`config.mk`:
```
export PLATFORM = sky130hd
export DESIGN_NAME = bb3_emit
export DESIGN_NICKNAME = d
export VERILOG_FILES = /design/src/design/bb3_pkg.sv /design/src/design/bb3_emit.sv
export SDC_FILE = /design/constraint.sdc
export NUM_CORES = 1
export LEC_CHECK = 0
export BUFFER_PORTS_ARGS = -buffer_cell sky130_fd_sc_hd__buf_2
export CORE_AREA = 2 2 194 196
export CTS_CLUSTER_DIAMETER = 40
export DETAILED_ROUTE_END_ITERATION = 12
export DIE_AREA = 0 0 196 198
export GPL_ROUTABILITY_DRIVEN = 1
export PLACE_DENSITY = 0.58
export SLEW_MARGIN = 20
export SYNTH_ARGS = -nofsm -noshare
export SYNTH_HDL_FRONTEND = slang
export SYNTH_SLANG_ARGS = --single-unit
```
`constraint.sdc`:
```
create_clock -name i_clk -period 5.14 [get_ports i_clk]
set_clock_uncertainty 0.2 [all_clocks]
set_input_delay 0 -clock i_clk [delete_from_list [all_inputs] [get_ports i_clk]]
set_output_delay 0 -clock i_clk [all_outputs]
set_load 0.1 [all_outputs]
```
`src/design/bb3_pkg.sv`:
```
// Shared types, constants and arithmetic helpers of the 3x3 box blur unit.
package bb3_pkg;

    // Field widths
    localparam int CHAN_W = 8;
    localparam int PIX_W  = 3 * CHAN_W;
    localparam int SUM_W  = 12;          // nine 8-bit values
    localparam int COL_W  = 12;          // column position, as wide as frame_width
    localparam int ROW_W  = 12;          // row position
    localparam int HGT_W  = 13;          // frame_height register
    localparam int OX_W   = 11;
    localparam int OY_W   = 12;
    localparam int CFG_IDX_W  = 2;
    localparam int CFG_DATA_W = 13;

    // Register geometry
    localparam logic [COL_W-1:0] WIDTH_RESET  = 12'd640;
    localparam logic [HGT_W-1:0] HEIGHT_RESET = 13'd480;
    localparam logic [HGT_W-1:0] ROW_LIMIT    = 13'd4096;

    // Register indexes
    localparam logic [CFG_IDX_W-1:0] REG_FRAME_WIDTH  = 2'd0;
    localparam logic [CFG_IDX_W-1:0] REG_FRAME_HEIGHT = 2'd1;

    // Reciprocal of 9 in 16 fraction bits; exact for sums up to 9 * 255
    localparam logic [12:0] RECIP_9 = 13'd7282;

    typedef struct packed {
        logic [CHAN_W-1:0] red;
        logic [CHAN_W-1:0] green;
        logic [CHAN_W-1:0] blue;
    } t_pix;

    typedef struct packed {
        logic [SUM_W-1:0] red;
        logic [SUM_W-1:0] green;
        logic [SUM_W-1:0] blue;
    } t_sum;

    // One pixel request on its way to the output stage
    typedef struct packed {
        t_sum             sum;
        t_pix             pix;
        logic [COL_W-1:0] x;
        logic [ROW_W-1:0] y;
        logic             has_int;
        logic             has_bord;
    } t_item;

    // Truncated s / 9 by multiply and shift
    function automatic logic [CHAN_W-1:0] div9(input logic [SUM_W-1:0] s);
        logic [SUM_W+12:0] p;
        p = {13'd0, s} * {12'd0, RECIP_9};
        return p[16 +: CHAN_W];
    endfunction

endpackage

```
`src/design/bb3_emit.sv`:
```
// Divide stage and output register; sends zero, one or two results per request.
module bb3_emit (
    input  logic                       i_clk,
    input  logic                       i_rst_n,
    input  logic                       i_valid,
    input  bb3_pkg::t_item             i_item,
    output logic                       o_ready,
    output logic                       o_valid,
    input  logic                       i_stall,
    output logic [bb3_pkg::CHAN_W-1:0] o_out_red,
    output logic [bb3_pkg::CHAN_W-1:0] o_out_green,
    output logic [bb3_pkg::CHAN_W-1:0] o_out_blue,
    output logic [bb3_pkg::OX_W-1:0]   o_out_x,
    output logic [bb3_pkg::OY_W-1:0]   o_out_y,
    output logic                       o_run_last
);

    logic           r_s2v;
    bb3_pkg::t_item r_s2;
    logic           r_ov;
    bb3_pkg::t_pix  r_opix;
    logic [bb3_pkg::OX_W-1:0] r_ox;
    logic [bb3_pkg::OY_W-1:0] r_oy;
    logic           r_olast;

    logic           out_ready;
    logic           pend;
    logic           two;
    logic           emit_now;
    logic           s2_adv;
    logic           s2_ready;
    bb3_pkg::t_pix  n_opix;
    logic [bb3_pkg::COL_W-1:0] n_ox;
    logic [bb3_pkg::ROW_W-1:0] n_oy;
    logic           n_olast;

    // Handshake of the result slot and the stage in front of it
    assign out_ready = !r_ov || !i_stall;
    assign pend      = r_s2.has_int || r_s2.has_bord;
    assign two       = r_s2.has_int && r_s2.has_bord;
    assign emit_now  = r_s2v && pend && out_ready;
    assign s2_adv    = r_s2v && (!pend || (out_ready && !two));
    assign s2_ready  = !r_s2v || s2_adv;
    assign o_ready   = s2_ready;

    // Interior result first, then the border pixel
    always_comb begin
        if (r_s2.has_int) begin
            n_opix.red   = bb3_pkg::div9(r_s2.sum.red);
            n_opix.green = bb3_pkg::div9(r_s2.sum.green);
            n_opix.blue  = bb3_pkg::div9(r_s2.sum.blue);
            n_ox         = r_s2.x - 12'd1;
            n_oy         = r_s2.y - 12'd1;
            n_olast      = !r_s2.has_bord;
        end else begin
            n_opix       = r_s2.pix;
            n_ox         = r_s2.x;
            n_oy         = r_s2.y;
            n_olast      = 1'b1;
        end
    end

    // Control state
    always_ff @(posedge i_clk) begin
        if (!i_rst_n) begin
            r_s2v <= 1'b0;
            r_ov  <= 1'b0;
        end else begin
            if (s2_ready) begin
                r_s2v <= i_valid;
            end
            if (out_ready) begin
                r_ov <= emit_now;
            end
        end
    end

    // Payload; the interior flag drops once that result has gone out
    always_ff @(posedge i_clk) begin
        if (s2_ready && i_valid) begin
            r_s2 <= i_item;
        end else if (emit_now) begin
            r_s2.has_int <= 1'b0;
        end
        if (emit_now) begin
            r_opix  <= n_opix;
            r_ox    <= n_ox[bb3_pkg::OX_W-1:0];
            r_oy    <= n_oy[bb3_pkg::OY_W-1:0];
            r_olast <= n_olast;
        end
    end

    assign o_valid     = r_ov;
    assign o_out_red   = r_opix.red;
    assign o_out_green = r_opix.green;
    assign o_out_blue  = r_opix.blue;
    assign o_out_x     = r_ox;
    assign o_out_y     = r_oy;
    assign o_run_last  = r_olast;

    // A two-result request keeps only its border pixel after the first send
    a_two_split: assert property (@(posedge i_clk) disable iff (!i_rst_n)
        (r_s2v && two && out_ready) |=> (r_s2v && !r_s2.has_int && r_s2.has_bord))
        else $error("two-result request not split correctly");

    // A first-of-two result always has its partner waiting behind it
    a_partner_waits: assert property (@(posedge i_clk) disable iff (!i_rst_n)
        (r_ov && !r_olast) |-> (r_s2v && r_s2.has_bord && !r_s2.has_int))
        else $error("non-last result without pending border pixel");

    // Once a first-of-two result is taken, the last one follows at once
    a_partner_next: assert property (@(posedge i_clk) disable iff (!i_rst_n)
        (r_ov && !r_olast && !i_stall) |=> (r_ov && r_olast))
        else $error("second result did not follow the first");

endmodule

```
## Word level (Yosys, flattened, before mapping)

Cells that the tools add are included.

| storage, ports and cells | value |
|---|---|
| output and inout port bits | 50 |
| input bits | 90 |
| register bits after elaboration | 135 |

| operators by class | value |
|---|---|
| muxes and demuxes | 5 |
| $add $sub $neg | 2 |
| reduce and logical (&&, ||, !) cells | 17 |
| multiply operators | 3 |

Operators by type and width:

| cell | count |
|---|---|
| multiplier 12 x 12 -> 23 bit (second input constant) | 3 |
| 2-to-1 mux 24 bit | 1 |
| 2-to-1 mux 12 bit | 1 |
| subtractor 12 x 1 -> 12 bit (second input constant) | 1 |
| 2-to-1 mux 11 bit | 1 |
| subtractor 11 x 1 -> 11 bit (second input constant) | 1 |
| logical AND 1 bit | 6 |
| logical NOT 1 bit | 6 |
| logical OR 1 bit | 4 |
| 2-to-1 mux 1 bit | 2 |
| nonzero test 2 bit | 1 |

## Logic depth before layout (Yosys ltp)

| depth | value |
|---|---|
| depth in word-level cells | 8 |
| mapped depth | 19 |
| mapped depth without buffers | 19 |

## Least setup slack after synthesis

No wires, ideal clock.

| timing | value |
|---|---|
| path kind | reg2reg |
| start | register r_s2[69] in the netlist's numbering |
| end | register r_opix (netlist bit o_out_green[7]) (data pin) |
| buffers on the path | 0 |
| data arrival time | 4.586 ns |
| period minus slack after synthesis | 5.047 ns |
| setup slack | 0.093 ns |
| data required time | 4.679 ns |
| setup time | 0.261 ns |
| stages on the path, launching flop included | 20 |
| path through | edfxtp_1 -> inv_1 -> fa_1 -> inv_1 -> ha_1 -> inv_1 -> fa_1 -> inv_1 -> fa_1 -> inv_1 -> fa_1 -> inv_1 -> ha_1 -> nand4_1 -> a21oi_1 -> a221oi_2 -> o31a_2 -> nor3_1 -> nor4_1 -> a311o_1 |

RTL lines:

| element | line | text |
|---|---|---|
| start: declaration | bb3_emit.sv:19 | `bb3_pkg::t_item r_s2;` |
| start signal: assignment | bb3_emit.sv:81 | `r_s2 <= i_item;` |
| end signal: assignment | bb3_emit.sv:86 | `r_opix <= n_opix;` |
| end: declaration | bb3_emit.sv:21 | `bb3_pkg::t_pix r_opix;` |

==> run_results.csv <==
group,metric,value,unit
worst_setup_path,worst-path-buf-inv,6,
worst_setup_path,worstPathMaxFanout,5,
global_route,overflow,0,
worst_hold_path,min_path_cells,2,
logic_synthesis,seq_area_frac_synth,37.2,%
timing,setup_viol,0,
timing,period_share,97.5,%
routing,avgRoutedWirePerCell,14.8,um
clock_tree,cts_buffers,17,
timing,grt_setup_unrepaired,"yes",
timing,relSlewSlack,39.4,%
clock_tree,clk_latency,0.44,ns
worst_setup_path,start_kind,"register",
cells_and_area,fin_nets,1559,
floorplanning,core_area,37000,um^2
worst_setup_path,path_class,"reg -> reg",
cells_and_area,final_common_cell,"ha_1",
placement,dp_hpwl,19000,um
power,ir_worst_vdd,0.000296,V
logic_synthesis,synthTopCellsByArea,"edfxtp_1 37%, ha_1 23%, fa_1 16%, inv_1 6.2%, xor2_1 2.1%",
status,status,"finished clean",
routing,wl,24700,um
global_route,antenna_found_initial,4,
timing,hold_slack,0.0569,ns
routing,drtAntennaViolNets,0,
power,cellPowerDensity,512,nW/um^2
global_route,grt_pass1_wl,40000,um
logic_synthesis,synthDistinctLibCells,54,
logic_synthesis,async_reset_ff_share,0,%
routing,drc_errors,0,
floorplanning,initial_core_util,29.3,%
placement,place.gp.congestion,0.785,
timing,period_needed,5.01,ns
global_route,grt_max_degree,64,
routing,drtIter0Drc,215,
logic_synthesis,yosysWarnings,0,
global_route,grt_pass1_vias,7916,
worst_setup_path,cp_top_family,"adder cells",
cells_and_area,fin_cells,1670,
placement,port_buffers,138,
worst_setup_path,cp.depth,18,
logic_synthesis,syn_avg_cell_area,12.3,um^2
floorplanning,die_w,196,um
cells_and_area,nFillCells,3534,
logic_synthesis,synth_edf_count,133,
power,p_leak,6.73,nW
clock_tree,path_clk_slew,0.06,ns
logic_synthesis,synth_cells,882,
logic_synthesis,syn_area,10800,um^2
cells_and_area,layout_common_cells,"173 x ha_1, 158 x inv_1, 138 x buf_2",
global_route,grt_usage,13.4,%
timing,fmax,199,MHz
worst_hold_path,hold_path.class,"in -> reg",
routing,dr_total_vias,7295,
routing,via_per_inst,4.37,
placement,dp_cells,1526,
timing,slew_violations,0,
floorplanning,io_pins,140,
cells_and_area,area_growth,34.1,%
logic_synthesis,ys_ff_latch,135,
worst_setup_path,reg2reg_depth,18,
floorplanning,die_area,38800,um^2
worst_setup_path,crit_chain,"inv_2, fa_1, inv_2, ha_4, inv_1, fa_1, inv_2, fa_1, inv_1, fa_1, inv_2, ha_4, a21o_1, a221oi_2, o31a_2, a21oi_4, or3_1, a31o_1",
clock_tree,cts_buffer_depth,2,
clock_tree,cts-root-buf,"clkbuf_16",
clock_tree,cts_tree,"done",
clock_tree,clock_sinks,135,
timing,hold_viol_final,0,
logic_synthesis,synth.top_cell.area_share,36.9,%
worst_setup_path,arrival,5.01,ns
worst_setup_path,worst-endpoint-required,5.14,ns
worst_setup_path,end_kind,"register",
floorplanning,row_count,71,
worst_setup_path,cpMaxStageDelayCell,"fa_1",
routing,first_pass_iters,8,
logic_synthesis,ys.flop_type,"edfxtp_1",
cells_and_area,layout-drive-gt1-share,26.9,%
logic_synthesis,synth_nets,1262,
clock_tree,htreeDepth,4,
logic_synthesis,synth_top_area_cell,"edfxtp_1",
worst_setup_path,slowest_delay,0.55,ns
run,max-cap-violations,0,
timing,tightest_slew,0.908,ns
floorplanning,die_h,198,um
## stage by stage
step                      TNS (ns)  setup slack, ns  area, um^2  total power [W]  util, %
final                            0            0.127       14500          0.00744     39.3
after global routing        -0.230           -0.126       14500          0.00819     39.3
after CTS                        0          0.00377       13900          0.00695     37.7
after detailed placement    -0.118          -0.0533       12400          0.00547     33.5
after global placement    -0.00188         -0.00188       12400          0.00544     33.5
after floorplan                  0           0.0931       10800          0.00445        -
## worst paths after layout
| kind | endpoint | slack [ns] | from |
|---|---|---|---|
| max | o_out_green[5] | 0.13 | r_s2[70] |
| min | r_s2[18] | 0.06 | i_item[18] |
| max reg2reg | o_out_green[5] | 0.13 | r_s2[70] |
| min reg2reg | o_valid | 0.35 | o_valid |
## synth_stat cells (all sizes together), types with 2 or more instances
| library cell | number |
|---|---|
| a21o | 16 |
| a21oi | 28 |
| a221oi | 4 |
| a311o | 2 |
| a31o | 2 |
| a31oi | 2 |
| and3 | 3 |
| clkbuf | 6 |
| dfxtp | 2 |
| edfxtp | 133 |
| fa | 87 |
| ha | 203 |
| inv | 178 |
| mux2 | 14 |
| nand2 | 28 |
| nand2b | 7 |
| nand3 | 11 |
| nand4 | 8 |
| nor2 | 19 |
| nor2b | 4 |
| nor3 | 14 |
| nor4 | 6 |
| o211ai | 2 |
| o21ai | 17 |
| o311ai | 3 |
| o31ai | 3 |
| or2 | 4 |
| or3 | 4 |
| or4 | 5 |
| xnor2 | 24 |
| xor2 | 26 |
## routing by layer
layer	global-route usage [%]	routed length (um)	vias to the layer above	share of wire (%)
li1	-	-	3650	-
met1	16.1	11000	3511	45
met2	23.4	12300	106	50
met3	2.74	806	28	3.3
met4	5.16	513	0	2.1
met5	0	0	-	0
## state kept, by name, indices dropped and copies added, names as in the netlist
name	flops
r_s2	85
o_out_y	12
o_out_x	11
o_out_blue	8
o_out_green	8
o_out_red	8
o_run_last	1
o_valid	1
r_s2v	1
## cell families after synthesis
family,Yosys count,share of synthesized area [%]
flops,135,37.2
mux,14,1.46
xor+xnor,50,4.04
compound gates,93,5.88
fa+ha+maj,290,39.5
simple gates,116,5.50
buf+inv,184,6.37
## report_power, final
part / total, W / switching [W] / internal [W]
logic: 0.00472 / 0.00263 / 0.00209
clock network: 0.00130 / 0.000519 / 0.000785
registers: 0.00142 / 0.0000494 / 0.00137
## layout make-up
| cell class | instances | area (um^2) | area share, % |
|---|---|---|---|
| antenna | 4 | 10.0 | 0.0689 |
| clock buffer | 20 | 447 | 3.07 |
| clock inverter | 12 | 168 | 1.15 |
| inverter | 178 | 671 | 4.62 |
| multi-input combinational | 563 | 6600 | 45.4 |
| sequential | 135 | 4030 | 27.8 |
| tap | 474 | 593 | 4.08 |
| timing repair buffer | 284 | 2010 | 13.8 |
## what timing repair did
action | in CTS | in global routing
gates resized for setup | 4 | 75
hold endpoints to repair | 108 | 0
setup buffers | 1 | 17
endpoints found under the setup margin | 3 | 20
pin swaps | 0 | 45
hold buffers | 90 | 0
No activity file was read; power rests on OpenSTA's default activity.
