### src/design/bb3_pkg.sv
// Shared types, constants and arithmetic helpers of the 3x3 box blur unit.
package bb3_pkg;

    // Field widths
    localparam int CHAN_W = 8;
    localparam int PIX_W  = 3 * CHAN_W;
    localparam int SUM_W  = 12;          // nine 8-bit values
    localparam int COL_W  = 12;          // column position, as wide as frame_width
    localparam int ROW_W  = 12;          // row position
    localparam int HGT_W  = 13;          // frame_height register
    localparam int OX_W   = 11;
    localparam int OY_W   = 12;
    localparam int CFG_IDX_W  = 2;
    localparam int CFG_DATA_W = 13;

    // Register geometry
    localparam logic [COL_W-1:0] WIDTH_RESET  = 12'd640;
    localparam logic [HGT_W-1:0] HEIGHT_RESET = 13'd480;
    localparam logic [HGT_W-1:0] ROW_LIMIT    = 13'd4096;

    // Register indexes
    localparam logic [CFG_IDX_W-1:0] REG_FRAME_WIDTH  = 2'd0;
    localparam logic [CFG_IDX_W-1:0] REG_FRAME_HEIGHT = 2'd1;

    // Reciprocal of 9 in 16 fraction bits; exact for sums up to 9 * 255
    localparam logic [12:0] RECIP_9 = 13'd7282;

    typedef struct packed {
        logic [CHAN_W-1:0] red;
        logic [CHAN_W-1:0] green;
        logic [CHAN_W-1:0] blue;
    } t_pix;

    typedef struct packed {
        logic [SUM_W-1:0] red;
        logic [SUM_W-1:0] green;
        logic [SUM_W-1:0] blue;
    } t_sum;

    // One pixel request on its way to the output stage
    typedef struct packed {
        t_sum             sum;
        t_pix             pix;
        logic [COL_W-1:0] x;
        logic [ROW_W-1:0] y;
        logic             has_int;
        logic             has_bord;
    } t_item;

    // Truncated s / 9 by multiply and shift
    function automatic logic [CHAN_W-1:0] div9(input logic [SUM_W-1:0] s);
        logic [SUM_W+12:0] p;
        p = {13'd0, s} * {12'd0, RECIP_9};
        return p[16 +: CHAN_W];
    endfunction

endpackage

### src/design/bb3_window.sv
// Two previous window columns and the per-channel nine-pixel sums.
module bb3_window (
    input  logic          i_clk,
    input  logic          i_shift,
    input  bb3_pkg::t_pix i_top,
    input  bb3_pkg::t_pix i_mid,
    input  bb3_pkg::t_pix i_pix,
    output bb3_pkg::t_sum o_sum
);

    // Entries 0..2 previous column, 3..5 the one before; top, middle, current row
    bb3_pkg::t_pix r_win [6];

    always_ff @(posedge i_clk) begin
        if (i_shift) begin
            r_win[3] <= r_win[0];
            r_win[4] <= r_win[1];
            r_win[5] <= r_win[2];
            r_win[0] <= i_top;
            r_win[1] <= i_mid;
            r_win[2] <= i_pix;
        end
    end

    // Nine-term sums, zero-extended per channel
    always_comb begin
        o_sum.red   = bb3_pkg::SUM_W'(i_top.red) + bb3_pkg::SUM_W'(i_mid.red)
                    + bb3_pkg::SUM_W'(i_pix.red);
        o_sum.green = bb3_pkg::SUM_W'(i_top.green) + bb3_pkg::SUM_W'(i_mid.green)
                    + bb3_pkg::SUM_W'(i_pix.green);
        o_sum.blue  = bb3_pkg::SUM_W'(i_top.blue) + bb3_pkg::SUM_W'(i_mid.blue)
                    + bb3_pkg::SUM_W'(i_pix.blue);
        for (int i = 0; i < 6; i++) begin
            o_sum.red   = o_sum.red   + bb3_pkg::SUM_W'(r_win[i].red);
            o_sum.green = o_sum.green + bb3_pkg::SUM_W'(r_win[i].green);
            o_sum.blue  = o_sum.blue  + bb3_pkg::SUM_W'(r_win[i].blue);
        end
    end

endmodule

### config.mk
export PLATFORM = sky130hd
export DESIGN_NAME = bb3_window
export DESIGN_NICKNAME = d
export VERILOG_FILES = /design/src/design/bb3_pkg.sv /design/src/design/bb3_window.sv
export SDC_FILE = /design/constraint.sdc
export NUM_CORES = 1
export LEC_CHECK = 0
export ABC_AREA = 1
export BUFFER_PORTS_ARGS = -buffer_cell sky130_fd_sc_hd__buf_2
export CAP_MARGIN = 20
export CORE_UTILIZATION = 45
export DETAILED_ROUTE_END_ITERATION = 12
export SETUP_SLACK_MARGIN = 0.05
export SYNTH_ARGS = -nofsm -noshare
export SYNTH_HDL_FRONTEND = slang
export SYNTH_SLANG_ARGS = --single-unit
### constraint.sdc
create_clock -name i_clk -period 4.9 [get_ports i_clk]
set_input_delay 0.245 -clock i_clk [delete_from_list [all_inputs] [get_ports i_clk]]
set_output_delay 0.245 -clock i_clk [all_outputs]
set_load 0.02 [all_outputs]
## Word-level counts from Yosys, hierarchy flattened

Memory sizes are Yosys's and may differ from the RTL's.
Index checks and enable logic that the tools add are counted.

| word-level totals | value |
|---|---|
| register bits | 0 |
| memory bits (writable) | 144 |
| input bits | 74 |
| output and inout bits | 36 |
| word-level logic and storage cells | 27 |
| memories | 1 |

| cells by class | value |
|---|---|
| add/subtract/negate cells | 24 |
| muxes and demuxes | 2 |

Memory list:

| name | words | bits a word | rd ports | clocked after memory_dff | wr ports | line | text |
|---|---|---|---|---|---|---|---|
| r_win | 6 | 24 | 6 | 0 | 6 | bb3_window.sv:12 | `bb3_pkg::t_pix r_win [6];` |

Operator list:

| cell | number |
|---|---|
| adder 12 x 8 -> 12 bit | 12 |
| adder 11 x 8 -> 12 bit | 3 |
| adder 10 x 8 -> 11 bit | 3 |
| adder 9 x 8 -> 10 bit | 3 |
| adder 8 x 8 -> 9 bit | 3 |
| two-way mux 1 bit | 2 |

## Longest topological paths before layout

Gate-level depths: netlist of run 1.

| depth | value |
|---|---|
| depth after elaboration | 8 |
| gate-level depth with buffers | 18 |
| depth with buffers taken out | 18 |

## Worst setup path before layout of run 1

No wires, ideal clock.

| timing path | value |
|---|---|
| path kind | reg2out |
| start | memory r_win[0][74] (netlist bit) |
| end | output o_sum[6] (netlist bit) |
| data arrival time | 3701 ps |
| required time | 4655 ps |
| path slack | 954 ps |
| stages on the path, launching flop included | 15 |
| buffers on the path | 0 |
| cell sequence | edfxtp_1 -> fa_1 -> fa_1 -> fa_1 -> inv_1 -> fa_1 -> inv_1 -> ha_1 -> inv_1 -> fa_1 -> inv_1 -> nand2_1 -> nand2_1 -> nand2_1 -> xnor2_1 |

RTL lines:

| what | line | text |
|---|---|---|
| from (decl) | bb3_window.sv:12 |  |
| to (decl) | bb3_window.sv:8 | `output bb3_pkg::t_sum o_sum` |

==> out/results.txt, run 1 <==
period utilisation layout = 0.927
post-layout net count = 1225
DRT Pass-1 Iters = 4
number of H-tree levels = 4
Die X = 150 um
Die H = 150 um
GR Util met2 = 0.241
busiest grt layer = met2
GPL Wtd Cong = 0.841
detailed placement HPWL = 11.8 mm
synth unique cells = 16
CORE AREA = 21200 um2
Area Growth Syn to Fin = 18.6%
Clock Skews = 0.00720 ns
f_max = 220 MHz
RSZ-0062 raised after global routing = false
post-synthesis cell count = 788
Clock Latency Late Sink = 0.41 ns
Post-synth EDFFs = 144
Final Cell Area = 11700 um2
total setup buffers inserted after CTS = 0
Slew @ Worst Pin = 0.926 ns
Final Hold Viols = 0
Synth Flop Type = edfxtp_1
initial antenna violation count = 0
total congestion overflow = 0
share of cells above drive strength 1 = 0.148
vias per cell = 4.32
Startpoint Class = primary input
input/output buffers = 109
largest net degree at the start of global routing = 102
die area = 22500 um2
first-pass GRT wire length = 25.7 mm
Total Wirelength = 14.7 mm
worst rel slew slack = 0.382
Top reg by flops = r_win
final antenna-violating net count = 0
post_cts resized = 0
TritonCTS clock tree = built
clock tree buffer depth = 2
ys async rst share = 0
Setup TNS Final = 0 ns
worst-path fanout max = 3
Starting Density = 0.464
final setup vio count = 0
hold slack = 0.0235 ns
top cell type's share of synthesized area = 0.439
CTS Sinks = 144
Setup CP Type = in -> out
Req. time, crit path = 4.66 ns
final-report max-slew violation count = 0
final core utilization = 0.550
total track usage = 0.150
Cell Area, Placed = 10700 um2
Post-synth top cells = 285 x inv_1, 162 x fa_1, 144 x edfxtp_1
routing usage on met1 = 0.202
Reg clk slew, reported paths = 0.06 ns
Period minus WS final = 4.54 ns
Initial DRC Count = 200
r2r setup slk = 4.20 ns
Core Rows = 53
status = finished clean
Hold WC Path Type = in -> reg
via count = 5344
TritonCTS Buffers = 17
Post-Syn Area = 9840 um2
IO Count = 110
register area share after synthesis = 0.439
Post-CTS Hold Buffers = 33
cell taking the most area after synthesis = edfxtp_1
worst endpoint data arrival time = 4.30 ns
grt met3 use = 0.0326
Yosys reg bits = 144
drt wl/cell = 11.8 um
Largest register FFs = 144
Clock Tree Root = clkbuf_16
DRC = 0
Top Registers = r_win (144)
Post-Synthesis Net Count = 1063
synth top area cells = edfxtp_1 44%, fa_1 33%, inv_1 11%, ha_1 5.0%, nand2_1 3.6%
average size of a mapped cell = 12.5 um2
Worst setup EP type = primary output
diode count = 0
number of global-route vias before repair = 5588
Yosys warning total = 0
MaxCap Viol Count = 0
most common cell in the netlist = inv_1
-- final cells by class --
cell class / instances / area, um2
fillers: 1901 / 9550
multi-input cells: 359 / 4450
flip-flops and latches: 144 / 4320
inverters: 285 / 1070
repair buffers: 143 / 890
clock buffers: 18 / 429
well taps: 275 / 344
clock inverters: 14 / 166
-- worst max-delay path, stage by stage --
cell           delay, ns
dlygate4sd3_1       0.52
buf_2               0.10
inv_1               0.05
fa_1                0.50
inv_1               0.05
fa_1                0.45
fa_1                0.49
inv_1               0.05
fa_1                0.47
inv_1               0.04
ha_1                0.24
fa_1                0.47
nand2_1             0.08
nand2_1             0.09
nand3b_1            0.12
nand3_1             0.08
nand2_1             0.08
buf_2               0.16
-- per-layer routing --
layer / part of all wire / vias up
li1: - / 2652
met1: 0.46 / 2589
met2: 0.50 / 87
met3: 0.036 / 16
met4: 0.013 / 0
met5: 0 / -
-- metrics by stage --
stage,instances,setup slack (ns)
2_1_floorplan,788,0.954
3_3_place_gp,1173,0.767
3_5_place_dp,1173,0.731
4_1_cts,1238,0.264
5_1_grt,1238,0.0595
6_report,1238,0.359
-- kinds of logic (layout without fill, tap and decap cells) --
group                    count (synthesis)  after routing  synth area share
buffers and inverters                  285            460             0.109
AO/OA/AOI/OAI                           12             12           0.00610
adder cells (fa/ha/maj)                201            201             0.379
flip-flops                             144            144             0.439
AND/OR/NAND/NOR                        137            137            0.0590
XOR/XNOR                                 9              9           0.00801
-- final timing paths --
path / from / end / cells past startpoint
max reg2reg: r_win[0][19]$_DFFE_PP_ / r_win[0][91]$_DFFE_PP_ / 0
max: i_mid[10] / o_sum[20] / 18
min reg2reg: r_win[0][42]$_DFFE_PP_ / r_win[0][114]$_DFFE_PP_ / 0
min: i_mid[23] / r_win[0][47]$_DFFE_PP_ / 1
-- placed cells by master (no fill, tap or decap), drive strengths merged --
| master | count |
|---|---|
| inv | 286 |
| fa | 162 |
| edfxtp | 144 |
| buf | 110 |
| nand2 | 96 |
| ha | 39 |
| dlygate4sd3 | 33 |
| nand3 | 20 |
| clkbuf | 18 |
| nor2 | 10 |
| a21oi | 9 |
| clkinv | 7 |
| xnor2 | 6 |
| or2 | 4 |
| nand3b | 4 |
| nor3 | 3 |
| o21ai | 3 |
| xor2 | 3 |
| clkinvlp | 3 |
| bufinv | 3 |
Power of run 1 is not shown: default switching activity piles up to over one toggle a cycle in this logic, so the estimate is an artifact.
==> inputs of run 2 (changes only) <==
ABC_CLOCK_PERIOD_IN_PS = 4900   (was default)
CORE_UTILIZATION = 55   (was 45)
PLACE_DENSITY = 0.76   (was default)
==> out/results.txt, run 2 (synthesis gave the netlist of run 1 again) <==
Top Registers = r_win (144)
GPL Wtd Cong = 0.888
RSZ-0062 raised after global routing = false
TritonCTS Buffers = 17
die area = 18400 um2
Hold WC Path Type = in -> reg
FF+latch area = 4320 um2
Post-CTS Hold Buffers = 0
first-pass GRT wire length = 25.2 mm
Top reg by flops = r_win
Clock Tree Root = clkbuf_16
most frequent cells in the layout = 285 x inv_1, 162 x fa_1, 144 x edfxtp_1
vias per cell = 4.57
Worst setup EP type = primary output
detailed placement HPWL = 11.5 mm
total track usage = 0.181
hold_sp = i_pix[22]
f_max = 214 MHz
worst rel slew slack = 0.344
initial antenna violation count = 1
reg2reg start = r_win[0][5]$_DFFE_PP_
number of H-tree levels = 4
Clock Latency Late Sink = 0.41 ns
r2r setup slk = 4.20 ns
Largest register FFs = 144
Req. time, crit path = 4.66 ns
DRC = 0
crit-path most repeated cell = fa_1
Crit. path cell count = 17
post-layout net count = 1192
number of global-route vias before repair = 5496
final antenna-violating net count = 0
share of cells above drive strength 1 = 0.156
final-report max-slew violation count = 0
Slew @ Worst Pin = 0.985 ns
CP top delay family = adder cells
period utilisation layout = 0.952
Die H = 136 um
MaxCap Viol Count = 0
Starting Density = 0.565
TritonCTS clock tree = built
Worst R2R Path Depth = 0
Startpoint Class = register
worst-path fanout max = 3
worst endpoint data arrival time = 4.42 ns
CORE AREA = 17400 um2
Area Growth Syn to Fin = 15.7%
Period minus WS final = 4.66 ns
final setup vio count = 0
Worst setup endpoint = o_sum[10]
multi-input logic area = 4460 um2
clock tree buffer depth = 2
slowest CP cell = fa_1
total congestion overflow = 0
Total Wirelength = 14.7 mm
Die X = 136 um
Setup TNS Final = 0 ns
largest net degree at the start of global routing = 107
peak per-stage delay on the critical path = 0.58 ns
drt wl/cell = 12.7 um
DRT Pass-1 Iters = 4
Worst Path Buf+Inv = 5
Initial DRC Count = 209
worst-path cell chain = fa_1 > fa_1 > fa_1 > inv_1 > fa_1 > inv_1 > ha_2 > inv_1 > fa_1 > inv_1 > nand2_1 > nand2_2 > nand3_1 > nand2_1 > nand2_1 > nand2_1 > buf_2
Setup CP Type = reg -> out
Reg clk slew, reported paths = 0.06 ns
input/output buffers = 109
worst r2r dst = r_win[0][77]$_DFFE_PP_
total setup buffers inserted after CTS = 0
Fill cells = 1353
Core Rows = 48
Final Hold Viols = 0
status = finished clean
via count = 5288
IO Count = 110
most common cell after layout, fill and taps aside = inv_1
Clock Skews = 0.00706 ns
Critical Path Source = r_win[0][74]$_DFFE_PP_
CTS Sinks = 144
run 2: cell types whose count changed in the layout (fill, tap and decap cells not counted), moves of 2 or more:
cell,before,now
dlygate4sd3_1,33,0
diode_2,0,2
bufinv_16,3,7
clkinv_2,3,1
clkinvlp_4,3,1
run 2: cell type report:
type,count,area share
clock buffer,18,0.0377
tap,225,0.0247
clock inverter,14,0.0230
sequential,144,0.380
multi-input combinational,359,0.391
timing repair buffer,110,0.0491
inverter,285,0.0940
antenna,2,0.000440
run 2: through the flow:
step / instances / hold slack, ns / area, um2 / utilization / setup slack (ns)
after global placement: 1123 / 0.430 / 10700 / 0.614 / 0.784
after detailed placement: 1123 / 0.436 / 10700 / 0.614 / 0.651
after global routing: 1156 / 0.00129 / 11400 / 0.654 / 0.0622
after floorplan: 788 / 0.344 / 9840 / - / 0.954
after CTS: 1155 / 0.00504 / 11400 / 0.653 / 0.195
final: 1157 / 0.0174 / 11400 / 0.654 / 0.236
run 2: how the worst min path moves through the flow:
stage                              end  slack, ns  depth (start not counted)
2_1_floorplan    r_win[0][0]$_DFFE_PP_       0.34                          0
3_3_place_gp    r_win[0][89]$_DFFE_PP_       0.43                          0
3_5_place_dp   r_win[0][112]$_DFFE_PP_       0.44                          0
4_1_cts         r_win[0][70]$_DFFE_PP_      0.005                          1
5_1_grt         r_win[0][57]$_DFFE_PP_      0.001                          1
6_report        r_win[0][70]$_DFFE_PP_       0.02                          1
run 2: per-layer routing:
metal / part of all wire / GRT usage
met4: 0.016 / 0.0593
met2: 0.49 / 0.288
met3: 0.035 / 0.0389
met1: 0.46 / 0.250
met5: 0 / 0
run 2: timing repair:
item	4_1_cts	5_1_grt
setup endpoints to repair	0	2
hold endpoints to repair	0	0
resized for setup	0	2
Power of run 2 is left out for the same reason.
